File: config.mk
export PLATFORM = sky130hd
export DESIGN_NAME = center_square_crop_rotate
export DESIGN_NICKNAME = d
export VERILOG_FILES = /design/src/design/csq_pkg.sv /design/src/design/csq_cfg_regs.sv /design/src/design/csq_position.sv /design/src/design/csq_addr.sv /design/src/design/center_square_crop_rotate.sv
export SDC_FILE = /design/constraint.sdc
export NUM_CORES = 1
export LEC_CHECK = 0
export BUFFER_PORTS_ARGS = -buffer_cell sky130_fd_sc_hd__buf_4
export CAP_MARGIN = 20
export CORE_ASPECT_RATIO = 0.5
export CORE_UTILIZATION = 35
export DETAILED_ROUTE_END_ITERATION = 8
export PLACE_DENSITY_LB_ADDON = 0.15
export SKIP_LAST_GASP = 1
export SYNTH_ARGS = -nofsm -noshare
export SYNTH_HDL_FRONTEND = slang
export SYNTH_SLANG_ARGS = --single-unit
File: constraint.sdc
create_clock -name clk -period 7.5 [get_ports clk]
set_clock_uncertainty 0.2 [all_clocks]
set_input_delay 2.25 -clock clk [delete_from_list [all_inputs] [get_ports clk]]
set_output_delay 2.25 -clock clk [all_outputs]
set_load 0.02 [all_outputs]
File: src/design/csq_pkg.sv
package csq_pkg;

  // Largest frame dimension the counters and the address path are sized for.
  localparam int MAX_DIM = 2048;

  // Counter width holds 0 .. MAX_DIM-1; dimension width holds 1 .. MAX_DIM.
  localparam int CNT_W  = $clog2(MAX_DIM);
  localparam int DIM_W  = CNT_W + 1;

  // Fixed field widths.
  localparam int CFG_W     = 12;
  localparam int CFG_IDX_W = 2;
  localparam int ROT_W     = 2;
  localparam int PIX_W     = 16;
  localparam int ADDR_W    = 22;

  // Configuration register indexes.
  localparam logic [CFG_IDX_W-1:0] CFG_FRAME_WIDTH  = 2'd0;
  localparam logic [CFG_IDX_W-1:0] CFG_FRAME_HEIGHT = 2'd1;
  localparam logic [CFG_IDX_W-1:0] CFG_ROTATION     = 2'd2;

  // Rotation codes.
  localparam logic [ROT_W-1:0] ROT_NONE  = 2'd0;
  localparam logic [ROT_W-1:0] ROT_CCW90 = 2'd1;
  localparam logic [ROT_W-1:0] ROT_180   = 2'd2;
  localparam logic [ROT_W-1:0] ROT_CW90  = 2'd3;

  // Frame geometry derived from the configuration registers.
  typedef struct packed {
    logic [DIM_W-1:0] w;     // clamped frame width
    logic [DIM_W-1:0] h;     // clamped frame height
    logic [DIM_W-1:0] n;     // square side
    logic [CNT_W-1:0] xs;    // first column of the square
    logic [CNT_W-1:0] ys;    // first row of the square
    logic [ROT_W-1:0] rot;   // rotation code
  } geom_t;

  // One pixel with its frame position, between the input stage and the address path.
  typedef struct packed {
    logic             valid;
    logic [PIX_W-1:0] pixel;
    logic [CNT_W-1:0] col;
    logic [CNT_W-1:0] row;
  } pos_t;

endpackage

File: src/design/csq_cfg_regs.sv
module csq_cfg_regs (
  input  logic                             clk,
  input  logic                             rst_n,
  input  logic                             cfg_wen,
  input  logic [csq_pkg::CFG_IDX_W-1:0]    cfg_index,
  input  logic [csq_pkg::CFG_W-1:0]        cfg_wdata,
  output csq_pkg::geom_t                   geom
);
  import csq_pkg::*;

  localparam int CMP_W = (CFG_W > DIM_W) ? CFG_W : DIM_W;

  logic [CFG_W-1:0] width_r,  width_nxt;
  logic [CFG_W-1:0] height_r, height_nxt;
  logic [ROT_W-1:0] rot_r,    rot_nxt;

  logic [DIM_W-1:0] w_c, h_c, lo, hi, diff;

  // A zero dimension acts as one, an oversized one as MAX_DIM.
  function automatic logic [DIM_W-1:0] clamp_dim(input logic [CFG_W-1:0] v);
    logic [CMP_W-1:0] ext;
    ext = CMP_W'(v);
    if (ext == '0) begin
      return DIM_W'(1);
    end else if (ext > CMP_W'(MAX_DIM)) begin
      return DIM_W'(MAX_DIM);
    end else begin
      return DIM_W'(ext);
    end
  endfunction

  always_comb begin
    width_nxt  = width_r;
    height_nxt = height_r;
    rot_nxt    = rot_r;
    if (cfg_wen) begin
      unique case (cfg_index)
        CFG_FRAME_WIDTH:  width_nxt  = cfg_wdata;
        CFG_FRAME_HEIGHT: height_nxt = cfg_wdata;
        CFG_ROTATION:     rot_nxt    = cfg_wdata[ROT_W-1:0];
        default: ;
      endcase
    end
  end

  always_ff @(posedge clk) begin
    if (!rst_n) begin
      width_r  <= CFG_W'(640);
      height_r <= CFG_W'(480);
      rot_r    <= ROT_NONE;
    end else begin
      width_r  <= width_nxt;
      height_r <= height_nxt;
      rot_r    <= rot_nxt;
    end
  end

  always_comb begin
    w_c  = clamp_dim(width_r);
    h_c  = clamp_dim(height_r);
    lo   = (w_c > h_c) ? h_c : w_c;
    hi   = (w_c > h_c) ? w_c : h_c;
    diff = hi - lo;
    geom.w   = w_c;
    geom.h   = h_c;
    geom.n   = lo;
    geom.rot = rot_r;
    // The square is centered along the longer axis, offset rounded down.
    geom.xs  = (w_c > h_c) ? diff[DIM_W-1:1] : '0;
    geom.ys  = (w_c > h_c) ? '0 : diff[DIM_W-1:1];
  end

endmodule

File: src/design/csq_position.sv
module csq_position (
  input  logic                          clk,
  input  logic                          rst_n,
  input  csq_pkg::geom_t                geom,
  input  logic                          in_valid,
  output logic                          in_ready,
  input  logic [csq_pkg::PIX_W-1:0]     in_pixel,
  input  logic                          in_sof,
  output csq_pkg::pos_t                 s1,
  input  logic                          s1_ready
);
  import csq_pkg::*;

  logic [CNT_W-1:0] col_cnt_r, col_cnt_nxt;
  logic [CNT_W-1:0] row_cnt_r, row_cnt_nxt;
  logic [CNT_W-1:0] col_cur, row_cur;
  logic [DIM_W-1:0] col_inc, row_inc;
  pos_t             s1_r, s1_nxt;
  logic             load, acc;

  assign load     = !s1_r.valid || s1_ready;
  assign in_ready = load;
  assign acc      = in_valid && load;

  always_comb begin
    col_cur = in_sof ? '0 : col_cnt_r;
    row_cur = in_sof ? '0 : row_cnt_r;
    col_inc = DIM_W'(col_cur) + DIM_W'(1);
    row_inc = DIM_W'(row_cur) + DIM_W'(1);
    col_cnt_nxt = col_cnt_r;
    row_cnt_nxt = row_cnt_r;
    if (acc) begin
      if (col_inc >= geom.w) begin
        col_cnt_nxt = '0;
        row_cnt_nxt = (row_inc >= geom.h) ? '0 : row_inc[CNT_W-1:0];
      end else begin
        col_cnt_nxt = col_inc[CNT_W-1:0];
        // A row left behind by a smaller height wraps here.
        row_cnt_nxt = (DIM_W'(row_cur) >= geom.h) ? '0 : row_cur;
      end
    end
  end

  always_comb begin
    s1_nxt = s1_r;
    if (load) begin
      s1_nxt.valid = in_valid;
      s1_nxt.pixel = in_pixel;
      s1_nxt.col   = col_cur;
      s1_nxt.row   = row_cur;
    end
  end

  always_ff @(posedge clk) begin
    if (!rst_n) begin
      col_cnt_r  <= '0;
      row_cnt_r  <= '0;
      s1_r.valid <= 1'b0;
    end else begin
      col_cnt_r  <= col_cnt_nxt;
      row_cnt_r  <= row_cnt_nxt;
      s1_r.valid <= s1_nxt.valid;
    end
    s1_r.pixel <= s1_nxt.pixel;
    s1_r.col   <= s1_nxt.col;
    s1_r.row   <= s1_nxt.row;
  end

  assign s1 = s1_r;

  // A word flagged as start of frame always enters at the frame origin.
  a_sof_origin: assert property (@(posedge clk) disable iff (!rst_n)
    (acc && in_sof) |=> (s1_r.col == '0 && s1_r.row == '0))
    else $error("start of frame word not placed at column 0, row 0");

  // Backpressure only ever comes from a held word in the input stage.
  a_ready_cause: assert property (@(posedge clk) disable iff (!rst_n)
    !in_ready |-> s1_r.valid)
    else $error("input stalled with an empty input stage");

endmodule

File: src/design/csq_addr.sv
module csq_addr (
  input  logic                          clk,
  input  logic                          rst_n,
  input  csq_pkg::geom_t                geom,
  input  csq_pkg::pos_t                 s1,
  output logic                          s1_ready,
  output logic                          out_valid,
  input  logic                          out_ready,
  output logic [csq_pkg::ADDR_W-1:0]    out_addr,
  output logic [csq_pkg::PIX_W-1:0]     out_pixel,
  output logic                          out_done
);
  import csq_pkg::*;

  localparam int PROD_W = CNT_W + DIM_W;

  // Operand stage.
  logic             s2_v_r,    s2_v_nxt;
  logic [CNT_W-1:0] s2_a_r,    s2_a_nxt;
  logic [CNT_W-1:0] s2_c_r,    s2_c_nxt;
  logic             s2_done_r, s2_done_nxt;
  logic [PIX_W-1:0] s2_pix_r,  s2_pix_nxt;
  // Result register.
  logic              out_v_r,    out_v_nxt;
  logic [ADDR_W-1:0] out_addr_r, out_addr_nxt;
  logic [PIX_W-1:0]  out_pix_r,  out_pix_nxt;
  logic              out_done_r, out_done_nxt;

  logic             s2_ready, s3_ready, in_square;
  logic [CNT_W-1:0] x, y, nm1;
  logic [PROD_W-1:0] prod, sum;

  assign s3_ready = !out_v_r || out_ready;
  assign s2_ready = !s2_v_r || s3_ready;
  assign s1_ready = s2_ready;

  always_comb begin
    x         = s1.col - geom.xs;
    y         = s1.row - geom.ys;
    nm1       = CNT_W'(geom.n - DIM_W'(1));
    in_square = (s1.col >= geom.xs) && (DIM_W'(x) < geom.n) &&
                (s1.row >= geom.ys) && (DIM_W'(y) < geom.n);

    s2_v_nxt    = s2_v_r;
    s2_a_nxt    = s2_a_r;
    s2_c_nxt    = s2_c_r;
    s2_done_nxt = s2_done_r;
    s2_pix_nxt  = s2_pix_r;
    if (s2_ready) begin
      // Pixels outside the square are dropped here.
      s2_v_nxt    = s1.valid && in_square;
      s2_pix_nxt  = s1.pixel;
      s2_done_nxt = (x == nm1) && (y == nm1);
      // Address is a * N + c for every rotation.
      case (geom.rot)
        ROT_NONE: begin
          s2_a_nxt = y;
          s2_c_nxt = x;
        end
        ROT_CCW90: begin
          s2_a_nxt = nm1 - x;
          s2_c_nxt = y;
        end
        ROT_180: begin
          s2_a_nxt = nm1 - y;
          s2_c_nxt = nm1 - x;
        end
        default: begin
          s2_a_nxt = x;
          s2_c_nxt = nm1 - y;
        end
      endcase
    end
  end

  always_comb begin
    prod = PROD_W'(s2_a_r) * PROD_W'(geom.n);
    sum  = prod + PROD_W'(s2_c_r);

    out_v_nxt    = out_v_r;
    out_addr_nxt = out_addr_r;
    out_pix_nxt  = out_pix_r;
    out_done_nxt = out_done_r;
    if (s3_ready) begin
      out_v_nxt    = s2_v_r;
      out_addr_nxt = ADDR_W'(sum);
      out_pix_nxt  = s2_pix_r;
      out_done_nxt = s2_done_r;
    end
  end

  always_ff @(posedge clk) begin
    if (!rst_n) begin
      s2_v_r  <= 1'b0;
      out_v_r <= 1'b0;
    end else begin
      s2_v_r  <= s2_v_nxt;
      out_v_r <= out_v_nxt;
    end
  end

  always_ff @(posedge clk) begin
    s2_a_r     <= s2_a_nxt;
    s2_c_r     <= s2_c_nxt;
    s2_done_r  <= s2_done_nxt;
    s2_pix_r   <= s2_pix_nxt;
    out_addr_r <= out_addr_nxt;
    out_pix_r  <= out_pix_nxt;
    out_done_r <= out_done_nxt;
  end

  assign out_valid = out_v_r;
  assign out_addr  = out_addr_r;
  assign out_pixel = out_pix_r;
  assign out_done  = out_done_r;

  // A word in the operand stage moves into the result register when it is free.
  a_s2_advance: assert property (@(posedge clk) disable iff (!rst_n)
    (s2_v_r && s3_ready) |=> out_v_r)
    else $error("operand stage word lost on its way to the result register");

  // Reset empties both stages.
  a_reset_empty: assert property (@(posedge clk)
    !rst_n |=> (!out_v_r && !s2_v_r))
    else $error("pipeline not empty after reset");

  // A pixel outside the square never enters the operand stage.
  a_drop_outside: assert property (@(posedge clk) disable iff (!rst_n)
    (s2_ready && s1.valid && !in_square) |=> !s2_v_r)
    else $error("pixel outside the square kept");

endmodule

File: src/design/center_square_crop_rotate.sv
// Center square crop and rotate for an RGB565 camera stream. Pixels arrive in
// raster order as input words, with in_tuser high on the first pixel of a frame
// (that pixel is taken as column 0, row 0; a frame without the marker simply
// wraps after its last row). The square side N is the smaller of the clamped
// frame width and height (0 acts as 1, anything above 2048 acts as 2048), and
// the square is centered along the longer axis with the offset rounded down.
// Every pixel inside the square leaves as one output word carrying the pixel
// unchanged and its linear address in the N by N image after the selected
// rotation; pixels outside the square produce nothing. out_tlast flags the
// last pixel of the square. The block takes one word per clock cycle while
// out_tready keeps up, under any pattern of input gaps; back-pressure from
// out_tready can stall the input. A pixel passes the input register, the
// operand register that follows the square test and rotation select, and
// the result register behind the single multiply-add of the address. There is
// no clearing pass after reset. Configuration registers must only be written
// while no words are in flight; they act on the next pixel.
module center_square_crop_rotate (
  input  logic                          clk,
  input  logic                          rst_n,
  // Configuration write port: 0 frame_width, 1 frame_height, 2 rotation.
  input  logic                          cfg_wen,
  input  logic [csq_pkg::CFG_IDX_W-1:0] cfg_index,
  input  logic [csq_pkg::CFG_W-1:0]     cfg_wdata,
  // Input stream.
  input  logic                          in_tvalid,
  output logic                          in_tready,
  input  logic [15:0]                   in_tdata,   // [15:0] pixel_in
  input  logic                          in_tuser,   // [0] start_of_frame
  // Output stream.
  output logic                          out_tvalid,
  input  logic                          out_tready,
  output logic [39:0]                   out_tdata,  // [21:0] dest_address, [37:22] pixel_out
  output logic                          out_tlast   // square_done
);
  import csq_pkg::*;

  geom_t             geom;
  pos_t              s1;
  logic              s1_ready;
  logic [ADDR_W-1:0] addr;
  logic [PIX_W-1:0]  pixel;

  // Configuration registers and the frame geometry derived from them.
  csq_cfg_regs u_cfg (
    .clk       (clk),
    .rst_n     (rst_n),
    .cfg_wen   (cfg_wen),
    .cfg_index (cfg_index),
    .cfg_wdata (cfg_wdata),
    .geom      (geom)
  );

  // Column and row counters plus the input register.
  csq_position u_pos (
    .clk      (clk),
    .rst_n    (rst_n),
    .geom     (geom),
    .in_valid (in_tvalid),
    .in_ready (in_tready),
    .in_pixel (in_tdata),
    .in_sof   (in_tuser),
    .s1       (s1),
    .s1_ready (s1_ready)
  );

  // Square test, rotation and address arithmetic up to the result register.
  csq_addr u_addr (
    .clk       (clk),
    .rst_n     (rst_n),
    .geom      (geom),
    .s1        (s1),
    .s1_ready  (s1_ready),
    .out_valid (out_tvalid),
    .out_ready (out_tready),
    .out_addr  (addr),
    .out_pixel (pixel),
    .out_done  (out_tlast)
  );

  assign out_tdata = {2'b00, pixel, addr};

endmodule

Word-level counts from Yosys, hierarchy flattened
Index checks and enable logic that the tools add are counted.
{ "op_classes": {"n_addsub": 9, "n_mul": 1, "n_div": 0, "n_lt_le_gt_ge": 10, "eq_ne": 6, "n_shift": 0, "muxes": 16, "bitwise_logic": 0, "n_reduce_logical": 19} }
{ "op_table": {"columns": ["op", "count"], "rows": [
  ["two-way mux 11 bit", 8],
  ["two-way mux 12 bit", 6],
  ["one-hot mux 11 bit (3 select lines)", 2],
  ["subtractor 11 bit", 4],
  ["adder 11 x 1 -> 12 bit, second input constant", 2],
  [">= comparator 12 bit", 2],
  ["greater-than comparator 12 bit, second input constant", 2],
  ["logical NOT 12 bit", 2],
  ["less-than comparator 11 x 12 -> 1 bit", 2],
  ["adder 22 x 11 -> 22 bit", 1],
  ["== test 11 bit", 2],
  [">= comparator 11 bit", 2],
  ["multiplier 11 x 12 -> 22 bit", 1],
  [">= comparator 11 x 12 -> 1 bit", 1],
  ["greater-than comparator 12 bit", 1],
  ["subtractor 12 bit", 1],
  ["subtractor 11 x 1 -> 11 bit, second input constant", 1],
  ["logical AND 1 bit", 6],
  ["AND reduction 2 bit", 3],
  ["== test 2 x 1 -> 1 bit, second input constant", 2],
  ["== test 2 bit, second input constant", 2],
  ["logical NOT 2 bit", 2],
  ["logical NOT 1 bit", 3],
  ["logical OR 1 bit", 3]
]} }
{ "word_totals": {"regBits": 167, "latchBits": 0, "ramBits": 0, "mem_bits_ro": 0, "input_bits": 36, "output_inout_bits": 43, "elab_cells": 79, "memories": 0} }

Logic depth before layout (Yosys ltp)
Gate-level depths: netlist (run 1).
{ "logic_depth": {"word_depth": 13, "depth_mapped": 37, "ltp_nobuf": 34} }

Hierarchy
Synthesis (run 1) repeated with hierarchy kept, for this count alone.
{ "unflattened": {"cells_unflattened": 1783, "hier_area_um2": 16335.7} }
{ "by_module_without_submodules": {"columns": ["mod", "n_inst", "cells_per_inst", "area_per_inst_um2"], "rows": [
  ["csq_addr", 1, 1074, 10382.5],
  ["csq_position", 1, 356, 3530.9],
  ["csq_cfg_regs", 1, 350, 2403.6],
  ["center_square_crop_rotate", 1, 3, 18.8]
]} }

Worst setup path after synthesis (run 1)
No wires, ideal clock.
{ "synth_timing": {"kind": "register -> register", "from": "reg u_cfg.height_r[11]", "to": "reg u_addr.out_addr_r[21] (netlist: u_addr.out_addr[21]), data pin", "setup_ns": 0.264, "arrival_ns": 7.634, "setup_slack_ns": -0.598, "path_stages_with_launch": 34, "path_buffers": 5, "synth_period_minus_slack_ns": 8.098, "path_cell_list": "dfxtp_1 -> and2b_1 -> inv_1 -> ha_1 -> buf_2 -> and3_1 -> nand2_1 -> or4_4 -> buf_2 -> nand2_4 -> clkbuf_1 -> nand2_1 -> o21ai_0 -> clkbuf_1 -> nand2_1 -> fa_1 -> inv_1 -> fa_1 -> inv_1 -> fa_1 -> inv_1 -> fa_1 -> inv_1 -> fa_1 -> inv_1 -> ha_1 -> buf_2 -> and3_1 -> a211o_1 -> a31oi_1 -> o21bai_1 -> a21o_1 -> o31ai_1 -> xnor2_1"} }
{ "synth_via": {"elab_chain_len": 7, "elab_cells_between_ends": 8, "classes_between": "1 x add/sub; 1 x mul; 2 x order compare; 3 x mux; 1 x reduce/logical"} }
{ "synth_lines": {"columns": ["element", "line_no", "rtl"], "rows": [
  ["start: declaration", "csq_cfg_regs.sv:14", "logic [CFG_W-1:0] height_r, height_nxt;"],
  ["start signal: assignment", "csq_cfg_regs.sv:53", "height_r <= height_nxt;"],
  ["greater-than comparator 12 bit", "csq_cfg_regs.sv:25", "end else if (ext > CMP_W'(MAX_DIM)) begin"],
  ["two-way mux 12 bit", "csq_cfg_regs.sv:25", null],
  ["two-way mux 12 bit *", "csq_cfg_regs.sv:23", "if (ext == '0) begin"],
  ["greater-than comparator 12 bit", "csq_cfg_regs.sv:61", "lo = (w_c > h_c) ? h_c : w_c;"],
  ["two-way mux 12 bit *", "csq_cfg_regs.sv:61", null],
  ["multiplier 11 x 12 -> 22 bit *", "csq_addr.sv:77", "prod = PROD_W'(s2_a_r) * PROD_W'(geom.n);"],
  ["adder 22 x 11 -> 22 bit *", "csq_addr.sv:78", "sum = prod + PROD_W'(s2_c_r);"],
  ["via u_addr.sum[21]", "csq_addr.sv:31", "logic [PROD_W-1:0] prod, sum;"],
  ["end signal: assignment", "csq_addr.sv:107", "out_addr_r <= out_addr_nxt;"],
  ["end: declaration", "csq_addr.sv:25", "logic [ADDR_W-1:0] out_addr_r, out_addr_nxt;"]
]} }
Mark *: on every way through the listed nets, which the timed path passes. The rest lies on a longest branch.
A chain may end at the register's enable or synchronous reset.

Worst setup path after layout (run 1)
Same ends and word-level chain as after synthesis.

==> results of run 1 <==
-- worst paths after layout --
kind | slack (ns) | to | cells after the start
setup reg to reg | 0.16 | u_addr.out_addr[21]$_DFFE_PP_ | 30
hold / removal | 0.21 | u_addr.s2_pix_r[15]$_DFFE_PP_ | 0
setup / recovery | 0.16 | u_addr.out_addr[21]$_DFFE_PP_ | 30
hold reg to reg | 0.21 | u_addr.s2_pix_r[15]$_DFFE_PP_ | 0
-- layout make-up --
class | instances | area [sq um]
Sequential cell | 167 | 4510
Timing Repair Buffer | 224 | 1790
Inverter | 206 | 787
Clock inverter | 15 | 174
Clock buffer | 17 | 425
Multi-Input combinational cell | 1309 | 10900
Tap cell | 588 | 736
Fill cell | 4332 | 24800
-- routing by layer --
layer | vias up | wire [microns]
met4 | 0 | 385
met1 | 6172 | 23400
met5 | - | 0
li1 | 6337 | -
met2 | 267 | 19800
met3 | 27 | 1960
-- worst max-delay path: cells and delay by family, from the launching register on --
family / cells / cell delay, ns
AO/OA/AOI/OAI: 9 / 1.80
XOR/XNOR: 1 / 0.12
adder cells (fa/ha/maj): 7 / 2.78
buffers and inverters: 8 / 0.98
flip-flops: 1 / 0.38
AND/OR/NAND/NOR: 5 / 0.82
-- state kept, by name (all words and copies together) (netlist names) --
register          cells
u_cfg.width_r        12
u_addr.s2_done_r      1
u_addr.s2_a_r        11
u_addr.s2_v_r         1
u_addr.out_addr      22
u_pos.s1             39
u_cfg.height_r       12
u_pos.row_cnt_r      11
u_addr.s2_c_r        11
u_pos.col_cnt_r      11
u_addr.out_pixel     16
u_addr.out_done       1
u_addr.s2_pix_r      16
u_cfg.rot_r           2
u_addr.out_valid      1
-- cells in the mapped netlist, types with 5 or more instances --
master / n
nand4_1: 15
nand2b_1: 9
fa_1: 103
a21boi_0: 9
xnor2_1: 52
or3_1: 11
a21oi_1: 84
mux4_2: 8
xor2_1: 28
a22o_1: 5
a211oi_1: 10
nand3_1: 55
nor4_1: 6
o31ai_1: 5
ha_1: 173
or4_1: 5
nand2_1: 255
dfxtp_1: 51
a21o_1: 19
nor3_1: 34
o211ai_1: 17
and2_1: 53
buf_2: 5
o2111ai_1: 5
nor2b_1: 49
edfxtp_1: 116
nor2_1: 82
nand3b_1: 8
a31oi_1: 16
o21a_1: 18
a211o_1: 6
a22oi_1: 6
mux2i_1: 8
inv_1: 199
clkbuf_1: 52
and3_1: 18
o21ai_0: 64
-- kinds of logic after synthesis --
group | Yosys count | synth area share (%)
other | 1 | 0.0236
multiplexers | 19 | 1.88
buffers and inverters | 273 | 6.77
AO/OA/AOI/OAI | 300 | 12.3
flip-flops | 167 | 28.4
AND/OR/NAND/NOR | 627 | 19.3
XOR/XNOR | 83 | 4.72
adder cells (fa/ha/maj) | 276 | 26.6
-- per-stage QoR --
step / std cells / hold WS, ns / total power (W)
global route: 2526 / 0.223 / 0.00920
detailed placement: 2452 / 0.205 / 0.00695
finish: 2526 / 0.215 / 0.00833
floorplan: 1747 / 0.200 / 0.00547
CTS: 2487 / 0.216 / 0.00794
global placement: 2452 / 0.200 / 0.00695
-- repair_timing --
| action | CTS | global route |
|---|---|---|
| buffers inserted | 2 | 38 |
| hold endpoints to repair | 0 | 0 |
| pin swaps | 3 | 64 |
| endpoints found under the setup margin | 3 | 10 |
| resized for setup | 13 | 107 |
| gates cloned | 1 | 1 |
-- power breakdown --
group	internal [W]	total, W	leakage [nW]	switching [W]
Combinational	0.00287	0.00595	6.73	0.00308
Sequential	0.00131	0.00146	1.69	0.000148
Clock	0.000450	0.000915	0.293	0.000465
Total	0.00464	0.00833	8.72	0.00369
==> reports/qor.yml, run 1 <==
worst_setup_path:
  r2r_start: "u_cfg.height_r[11]$_SDFFE_PN0P_"
  required_ns: 7.51
  cp-end-kind: "flip-flop"
  cp-startpoint: "u_cfg.height_r[11]$_SDFFE_PN0P_"
  cpMostUsedCell: "buf_4"
  start_kind: "flip-flop"
  slowest_delay_ns: 0.51
  slowest_stage: "fa_1"
  critical_path_peak_fanout: 7
  worstSetupPathType: "reg2reg"
  arrival_ns: 7.36
synth:
  synth_top_area_share_pct: 22.0
  netlist_area_sq_um: 15900
  yosys_warnings: 0
  yosysTopAreaCell: "edfxtp_1"
  syn_inst: 1746
  async_reset_ff_share_pct: 0
  ys_ff_latch: 167
  synth-edff-count: 116
  ys_top_cells_by_area: "edfxtp_1 22%, ha_1 14%, fa_1 13%"
  synth_cell_types: 86
  seq_area_frac_synth_pct: 28.4
  synth.avg_cell_area_sq_um: 9.09
  synth_top_flop_cell: "edfxtp_1"
routing:
  drt_iter0_drc: 832
  wl_microns: 45600
  wl_per_cell_microns: 18.0
  first_pass_iters: 5
  viasPerCell: 5.07
  ant_nets: 0
  vias: 12800
  route.detailed.drc: 0
place:
  portBuffers: 76
  dpl_cell_area_sq_um: 17900
  dpl.hpwl_microns: 35700
  gp_congestion: 0.921
  pre_cts_ws_ns: -0.115
global_routing:
  grt_pass1_wl_microns: 70500
  grt-ovfl-total: 0
  top_usage_layer: "met1"
  grt.total_usage_pct: 19.8
  grt_pass1_vias: 12300
  grt_max_degree: 42
  use_met2_pct: 29.7
  antenna_found_initial: 0
  grt_use_met1_pct: 29.7
  grtUsageMet3_pct: 3.28
floorplanning:
  initial_core_util_pct: 36.0
  std_cell_rows: 54
  io_pins: 79
  dieArea_sq_um: 46200
  die_x_microns: 303
  core-area_sq_um: 44100
  die_y_microns: 153
run:
  cap_violations: 0
worst_hold_path:
  hp-class: "reg2reg"
  min_from: "u_pos.s1[37]$_DFFE_PN_"
layout:
  drive_gt1_share_pct: 20.5
  area_growth_pct: 21.8
  design_area_sq_um: 19300
  final_core_util_pct: 43.8
  nets: 2237
  final_cell_mix: "239 x nand2_1, 207 x buf_4, 188 x inv_1"
  diodes: 0
  final_common_cell: "nand2_1"
pwr:
  power.density_nw_per_um2: 431
  vdd_ir_drop_max_mv: 0.344
  power.leakage_nw: 8.72
timing:
  slew_violations: 0
  slew-limit-headroom_pct: 31.0
  fin_tns_setup_ns: 0
  timing.final.crit_share_pct: 97.9
  fin_ws_ns: 0.158
  fmax_mhz: 136
  period_needed_ns: 7.34
  tightest_slew_ns: 1.03
  setup_viol: 0
  hold_viol_final: 0
status:
  status: "finished, final reports clean"
clock_tree:
  insertion_delay_ns: 0.47
  clkSinkCount: 167
  cts_buffer_depth: 2
  ctsHoldBuffers: 0
  cts_buffers: 17
  htreeDepth: 4
  clk_pin_slew_worst_paths_ns: 0.09
  tritoncts: "built"
  cts-root-buf: "clkbuf_16"
(Power assumes the default switching activity.)
==> run 2: changes to the inputs <==
--- a/config.mk
+++ b/config.mk
@@ -11,6 +11,7 @@
 export CORE_UTILIZATION = 35
 export DETAILED_ROUTE_END_ITERATION = 8
 export PLACE_DENSITY_LB_ADDON = 0.15
+export RECOVER_POWER = 50
 export SKIP_LAST_GASP = 1
 export SYNTH_ARGS = -nofsm -noshare
 export SYNTH_HDL_FRONTEND = slang
==> reports/qor.yml, run 2 (synthesis results as in run 1) <==
status:
  status: "finished with violations"
  violations: "capacitance limit, slew limit"
worst_setup_path:
  cpMostUsedCell: "buf_4"
  arrival_ns: 7.36  # about the same
  critical_path_peak_fanout: 7  # unchanged
  path_delay_family: "adder cells"
  cp-end-kind: "flip-flop"
  start_kind: "flip-flop"
  required_ns: 7.51  # about the same
  critPathBufInv: 8  # unchanged
  path_depth: 30  # unchanged
  worstSetupPathType: "reg2reg"
  reg2regPathDepth: 30  # unchanged
  slowest_stage: "fa_1"
  slowest_delay_ns: 0.51  # about the same
routing:
  route.detailed.drc: 0  # unchanged
  drt_iter0_drc: 844  # +1.4%
  first_pass_iters: 7  # +2
  wl_microns: 45500  # about the same
  vias: 12800  # +0.15%
  viasPerCell: 5.08  # +0.15%
  wl_per_cell_microns: 18.0  # about the same
  ant_nets: 0  # unchanged
layout:
  largest_register_ffs: 39  # unchanged
  seq_area_sq_um: 4510  # unchanged
  nets: 2237  # unchanged
  n_fill_cell: 4341  # +0.21%
  drive_gt1_share_pct: 20.2  # -0.31 points
  area_growth_pct: 21.6
  diodes: 0  # unchanged
  final_cell_mix: "239 x nand2_1, 188 x inv_1, 185 x buf_4"
  final_common_cell: "nand2_1"
  multi_input_area_sq_um: 10900  # unchanged
floorplanning:
  die_x_microns: 303  # unchanged
  io_pins: 79  # unchanged
  dieArea_sq_um: 46200  # unchanged
  initial_core_util_pct: 36.0  # unchanged
  core-area_sq_um: 44100  # unchanged
  std_cell_rows: 54  # unchanged
  die_y_microns: 153  # unchanged
timing:
  slew-limit-headroom_pct: -26.8  # -58 points
  fmax_mhz: 136  # about the same
  hold_viol_final: 0  # unchanged
  timing.final.crit_share_pct: 97.9  # about the same
  fin_ws_ns: 0.155  # -0.00369 ns
  setup_viol: 0  # unchanged
  tightest_slew_ns: 1.90  # +0.869 ns
  slew_violations: 36  # +36
  period_needed_ns: 7.35  # +0.00369 ns
  fin_tns_setup_ns: 0  # unchanged
pwr:
  combPwrFrac_pct: 71.5  # about the same
  clock_power_share_pct: 11.0  # about the same
  p_sw_w: 0.00369  # about the same
  internal_power_w: 0.00464  # about the same
  power.density_nw_per_um2: 432  # about the same
  power.leakage_nw: 8.70  # -0.30%
  swShare_pct: 44.3  # about the same
  vdd_ir_drop_max_mv: 0.344  # about the same
  power_w: 0.00833  # about the same
  p_seq_share_pct: 17.6  # about the same
global_routing:
  grt_max_degree: 42  # unchanged
  grt_pass1_wl_microns: 70500  # unchanged
  antenna_found_initial: 0  # unchanged
  grt-ovfl-total: 0  # unchanged
  grt_pass1_vias: 12300  # unchanged
  grt.total_usage_pct: 19.8  # unchanged
clock_tree:
  htreeDepth: 4  # unchanged
  cts-root-buf: "clkbuf_16"
  clkSinkCount: 167  # unchanged
  clk_pin_slew_worst_paths_ns: 0.09  # about the same
  ctsHoldBuffers: 0  # unchanged
  insertion_delay_ns: 0.47  # about the same
  cts_buffers: 17  # unchanged
  tritoncts: "built"
  cts_buffer_depth: 2  # unchanged
place:
  portBuffers: 76  # unchanged
  pre_cts_ws_ns: -0.115  # unchanged
  gp_congestion: 0.921  # unchanged
  dpl.hpwl_microns: 35700  # unchanged
run:
  cap_violations: 1  # +1
worst_hold_path:
  hp-class: "reg2reg"
  holdPathStages: 0  # unchanged
-- run 2: worst paths after layout --
check	start	to	slack [ns]
max reg2reg	u_cfg.height_r[11]$_SDFFE_PN0P_	u_addr.out_addr[21]$_DFFE_PP_	0.15
min reg2reg	u_pos.s1[37]$_DFFE_PN_	u_addr.s2_pix_r[15]$_DFFE_PP_	0.21
min	u_pos.s1[37]$_DFFE_PN_	u_addr.s2_pix_r[15]$_DFFE_PP_	0.21
max	u_cfg.height_r[11]$_SDFFE_PN0P_	u_addr.out_addr[21]$_DFFE_PP_	0.15
-- run 2: timing repair --
item,in CTS,in global routing
resized for setup,13,107
setup buffers,2,38
gates cloned,1,1
endpoints found under the setup margin,3,10
pin swaps,3,64
-- run 2: layout make-up --
| class | count | share of cell area, % |
|---|---|---|
| clock buffers | 17 | 2.20 |
| repair buffers | 224 | 9.15 |
| flip-flops and latches | 167 | 23.4 |
| inverters | 206 | 4.08 |
| multi-input cells | 1309 | 56.5 |
| well taps | 588 | 3.81 |
| clock inverters | 15 | 0.901 |
-- run 2: through the flow --
| step | hold WS (ns) | util (%) | std cells | instance area, sq um |
|---|---|---|---|---|
| floorplan | 0.200 | - | 1747 | 16100 |
| global placement | 0.200 | 40.5 | 2452 | 17900 |
| detailed placement | 0.205 | 40.5 | 2452 | 17900 |
| CTS | 0.216 | 42.1 | 2487 | 18600 |
| global route | 0.223 | 43.7 | 2526 | 19300 |
| finish | 0.215 | 43.7 | 2526 | 19300 |
-- run 2: worst reg2reg max path, delay by kind of cell, from the launching register on --
kind | cells | cell delay (ns)
fa+ha+maj | 7 | 2.78
buf+inv | 8 | 0.98
flops | 1 | 0.38
xor+xnor | 1 | 0.12
compound gates | 9 | 1.80
simple gates | 5 | 0.83
-- run 2: power by group through the flow --
| stage | clock network (W) | logic, W | registers [W] |
|---|---|---|---|
| floorplan | 0 | 0.00401 | 0.00145 |
| global placement | 0 | 0.00547 | 0.00148 |
| detailed placement | 0 | 0.00548 | 0.00148 |
| CTS | 0.000943 | 0.00554 | 0.00146 |
| finish | 0.000914 | 0.00595 | 0.00146 |
| global route | 0.000979 | 0.00674 | 0.00148 |
-- run 2: per-layer routing --
| layer | track usage, % | vias to the layer above | wire length [microns] |
|---|---|---|---|
| met4 | 3.80 | 0 | 382 |
| li1 | - | 6336 | - |
| met5 | 0 | - | 0 |
| met1 | 29.7 | 6190 | 23400 |
| met2 | 29.7 | 269 | 19800 |
| met3 | 3.28 | 27 | 1960 |
==> run 3: changes to the inputs <==
--- a/config.mk
+++ b/config.mk
@@ -5,6 +5,7 @@
 export SDC_FILE = /design/constraint.sdc
 export NUM_CORES = 1
 export LEC_CHECK = 0
+export ABC_AREA = 1
 export BUFFER_PORTS_ARGS = -buffer_cell sky130_fd_sc_hd__buf_4
 export CAP_MARGIN = 20
 export CORE_ASPECT_RATIO = 0.5
==> reports/qor.yml, run 3 <==
status:
  status: "finished with violations"
  violations: "capacitance limit, slew limit, setup timing"
worst_setup_path:
  arrival_ns: 7.64  # +0.28 ns
  slowest_delay_ns: 0.56  # +0.05 ns
  required_ns: 7.53  # +0.02 ns
  slowest_stage: "fa_1"
  path_delay_family: "adder cells"
  reg2regPathDepth: 38  # +27%
  r2r_start: "u_cfg.width_r[6]$_SDFFE_PN0P_"
  rrSetupSlack_ns: -0.12  # -0.27 ns
  endpoint: "u_addr.out_addr[20]$_DFFE_PP_"
  cp-startpoint: "u_cfg.width_r[6]$_SDFFE_PN0P_"
  critPathBufInv: 7  # -1
  critical_path_peak_fanout: 6  # -1
  r2r-end: "u_addr.out_addr[20]$_DFFE_PP_"
  path_depth: 38  # +27%
  worstSetupPathType: "reg2reg"
  cp-end-kind: "flip-flop"
  start_kind: "flip-flop"
routing:
  first_pass_iters: 5  # -2
  viasPerCell: 4.79  # -5.7%
  wl_microns: 43800  # -3.9%
  route.detailed.drc: 0  # unchanged
  ant_nets: 0  # unchanged
  wl_per_cell_microns: 16.4  # -9.3%
  drt_iter0_drc: 731  # -13%
  vias: 12800  # -0.094%
synth:
  synth_top_flop_cell: "edfxtp_1"
  synthMostInstantiatedCell: "inv_1"
  ys_top_cells_by_area: "edfxtp_1 23%, ha_1 14%, fa_1 13%"
  netlist_area_sq_um: 15400  # -2.9%
  yosys_warnings: 0  # unchanged
  yosysTopAreaCell: "edfxtp_1"
  synth_top_area_share_pct: 22.6  # +0.65 points
  syn_inst: 1834  # +5.0%
  seq_area_frac_synth_pct: 29.2  # +0.84 points
  netlist_top_cells_count: "337 x inv_1, 333 x nand2_1, 173 x ha_1, 165 x nor2_1, 116 x edfxtp_1"
  synth-edff-count: 116  # unchanged
  ys_ff_latch: 167  # unchanged
  async_reset_ff_share_pct: 0  # unchanged
  synth_cell_types: 62  # -28%
  synth.avg_cell_area_sq_um: 8.40  # -7.5%
place:
  dpl.hpwl_microns: 36100  # +0.96%
  gp_congestion: 0.944  # +2.6%
  portBuffers: 76  # unchanged
  place_inst: 2630  # +7.3%
floorplanning:
  die_x_microns: 299  # -1.4%
  dieArea_sq_um: 44900  # -2.8%
  io_pins: 79  # unchanged
  std_cell_rows: 53  # -1.9%
  die_y_microns: 150  # -1.4%
  initial_core_util_pct: 36.1  # +0.12 points
  core-area_sq_um: 42700  # -3.2%
timing:
  slew-limit-headroom_pct: -68.6  # -42 points
  rsz0062_at_grt: "true"
  period_needed_ns: 7.62  # +0.270 ns
  fin_ws_ns: -0.116  # -0.270 ns
  tightest_slew_ns: 2.53  # +0.627 ns
  fmax_mhz: 131  # -3.5%
  timing.final.crit_share_pct: 102  # +3.6 points
  setup_viol: 2  # +2
  slew_violations: 122  # +240%
  hold_viol_final: 0  # unchanged
layout:
  drive_gt1_share_pct: 21.5  # +1.3 points
  area_growth_pct: 23.6
  stdcell_count: 2676  # +5.9%
  final_cell_mix: "320 x inv_1, 314 x nand2_1, 237 x buf_4"
  seq_area_sq_um: 4510  # about the same
  multi_input_area_sq_um: 9890  # -9.2%
  diodes: 0  # unchanged
  n_fill_cell: 4303  # -0.88%
  nets: 2398  # +7.2%
  final_common_cell: "inv_1"
  largest_register_ffs: 39  # unchanged
worst_hold_path:
  hp-class: "reg2reg"
clock_tree:
  tritoncts: "built"
  cts_buffer_depth: 2  # unchanged
  htreeDepth: 4  # unchanged
  cts_buffers: 17  # unchanged
  clkSinkCount: 167  # unchanged
  insertion_delay_ns: 0.46  # about the same
  clk_pin_slew_worst_paths_ns: 0.08  # about the same
  cts-root-buf: "clkbuf_16"
run:
  cap_violations: 3  # +2
global_routing:
  grt_pass1_wl_microns: 69300  # -1.8%
  grt_pass1_vias: 12500  # +1.3%
  grt.total_usage_pct: 20.2  # +0.40 points
  grt_max_degree: 41  # -2.4%
  grt-ovfl-total: 0  # unchanged
  antenna_found_initial: 0  # unchanged
==> run 3: routing by layer <==
metal  routed length (microns)  global-route usage (%)
met5                         0                       0
met2                     18800                    31.3
met3                      2190                    3.67
met1                     22200                    29.0
met4                       623                    5.03
==> run 3: what timing repair did <==
action,CTS,global route
pin swaps,21,36
cloned,3,0
resized for setup,43,48
endpoints found under the setup margin,4,9
buffers inserted,7,6
hold buffers,0,0
==> run 3: logic make-up (layout without fill, tap and decap cells) <==
family,count (synthesis),after routing,share of synthesized area [%]
simple gates,655,658,18.9
buf+inv,390,651,9.72
fa+ha+maj,276,276,27.4
compound gates,274,274,10.7
flops,167,167,29.2
xor+xnor,71,71,4.03
other cells,1,2,0.0243
==> run 3: worst min path at each step <==
| stage | from | to | cells after the start |
|---|---|---|---|
| global route | u_pos.s1[29]$_DFFE_PN_ | u_addr.s2_pix_r[7]$_DFFE_PP_ | 0 |
| global placement | u_addr.s2_pix_r[2]$_DFFE_PP_ | u_addr.out_pixel[2]$_DFFE_PP_ | 0 |
| CTS | u_pos.s1[22]$_DFFE_PN_ | u_addr.s2_pix_r[0]$_DFFE_PP_ | 0 |
| detailed placement | u_pos.s1[22]$_DFFE_PN_ | u_addr.s2_pix_r[0]$_DFFE_PP_ | 0 |
| floorplan | u_addr.s2_done_r$_DFFE_PP_ | u_addr.out_done$_DFFE_PP_ | 0 |
| finish | u_addr.s2_pix_r[14]$_DFFE_PP_ | u_addr.out_pixel[14]$_DFFE_PP_ | 0 |
==> run 3: stage by stage <==
| step | setup WS [ns] | area, sq um | hold WS, ns | setup TNS (ns) | utilization (%) |
|---|---|---|---|---|---|
| after floorplan | -0.0213 | 15600 | 0.200 | -0.0213 | - |
| after global placement | -0.225 | 18000 | 0.200 | -0.555 | 42.2 |
| after detailed placement | -0.236 | 18000 | 0.205 | -0.651 | 42.2 |
| after CTS | -0.0261 | 18800 | 0.210 | -0.0329 | 44.1 |
| after global routing | -0.617 | 19000 | 0.212 | -1.74 | 44.6 |
| final | -0.116 | 19000 | 0.210 | -0.219 | 44.6 |
==> run 3: final cells by class <==
class | count | area share, %
Clock buffer | 17 | 2.23
Clock inverter | 15 | 0.808
Inverter | 354 | 7.12
Multi-Input combinational cell | 1281 | 51.9
Sequential cell | 167 | 23.7
Tap cell | 577 | 3.79
Timing Repair Buffer | 265 | 10.4
Power of run 3 is not shown: default switching activity piles up to over one toggle a cycle in this logic, so the estimate is an artifact.
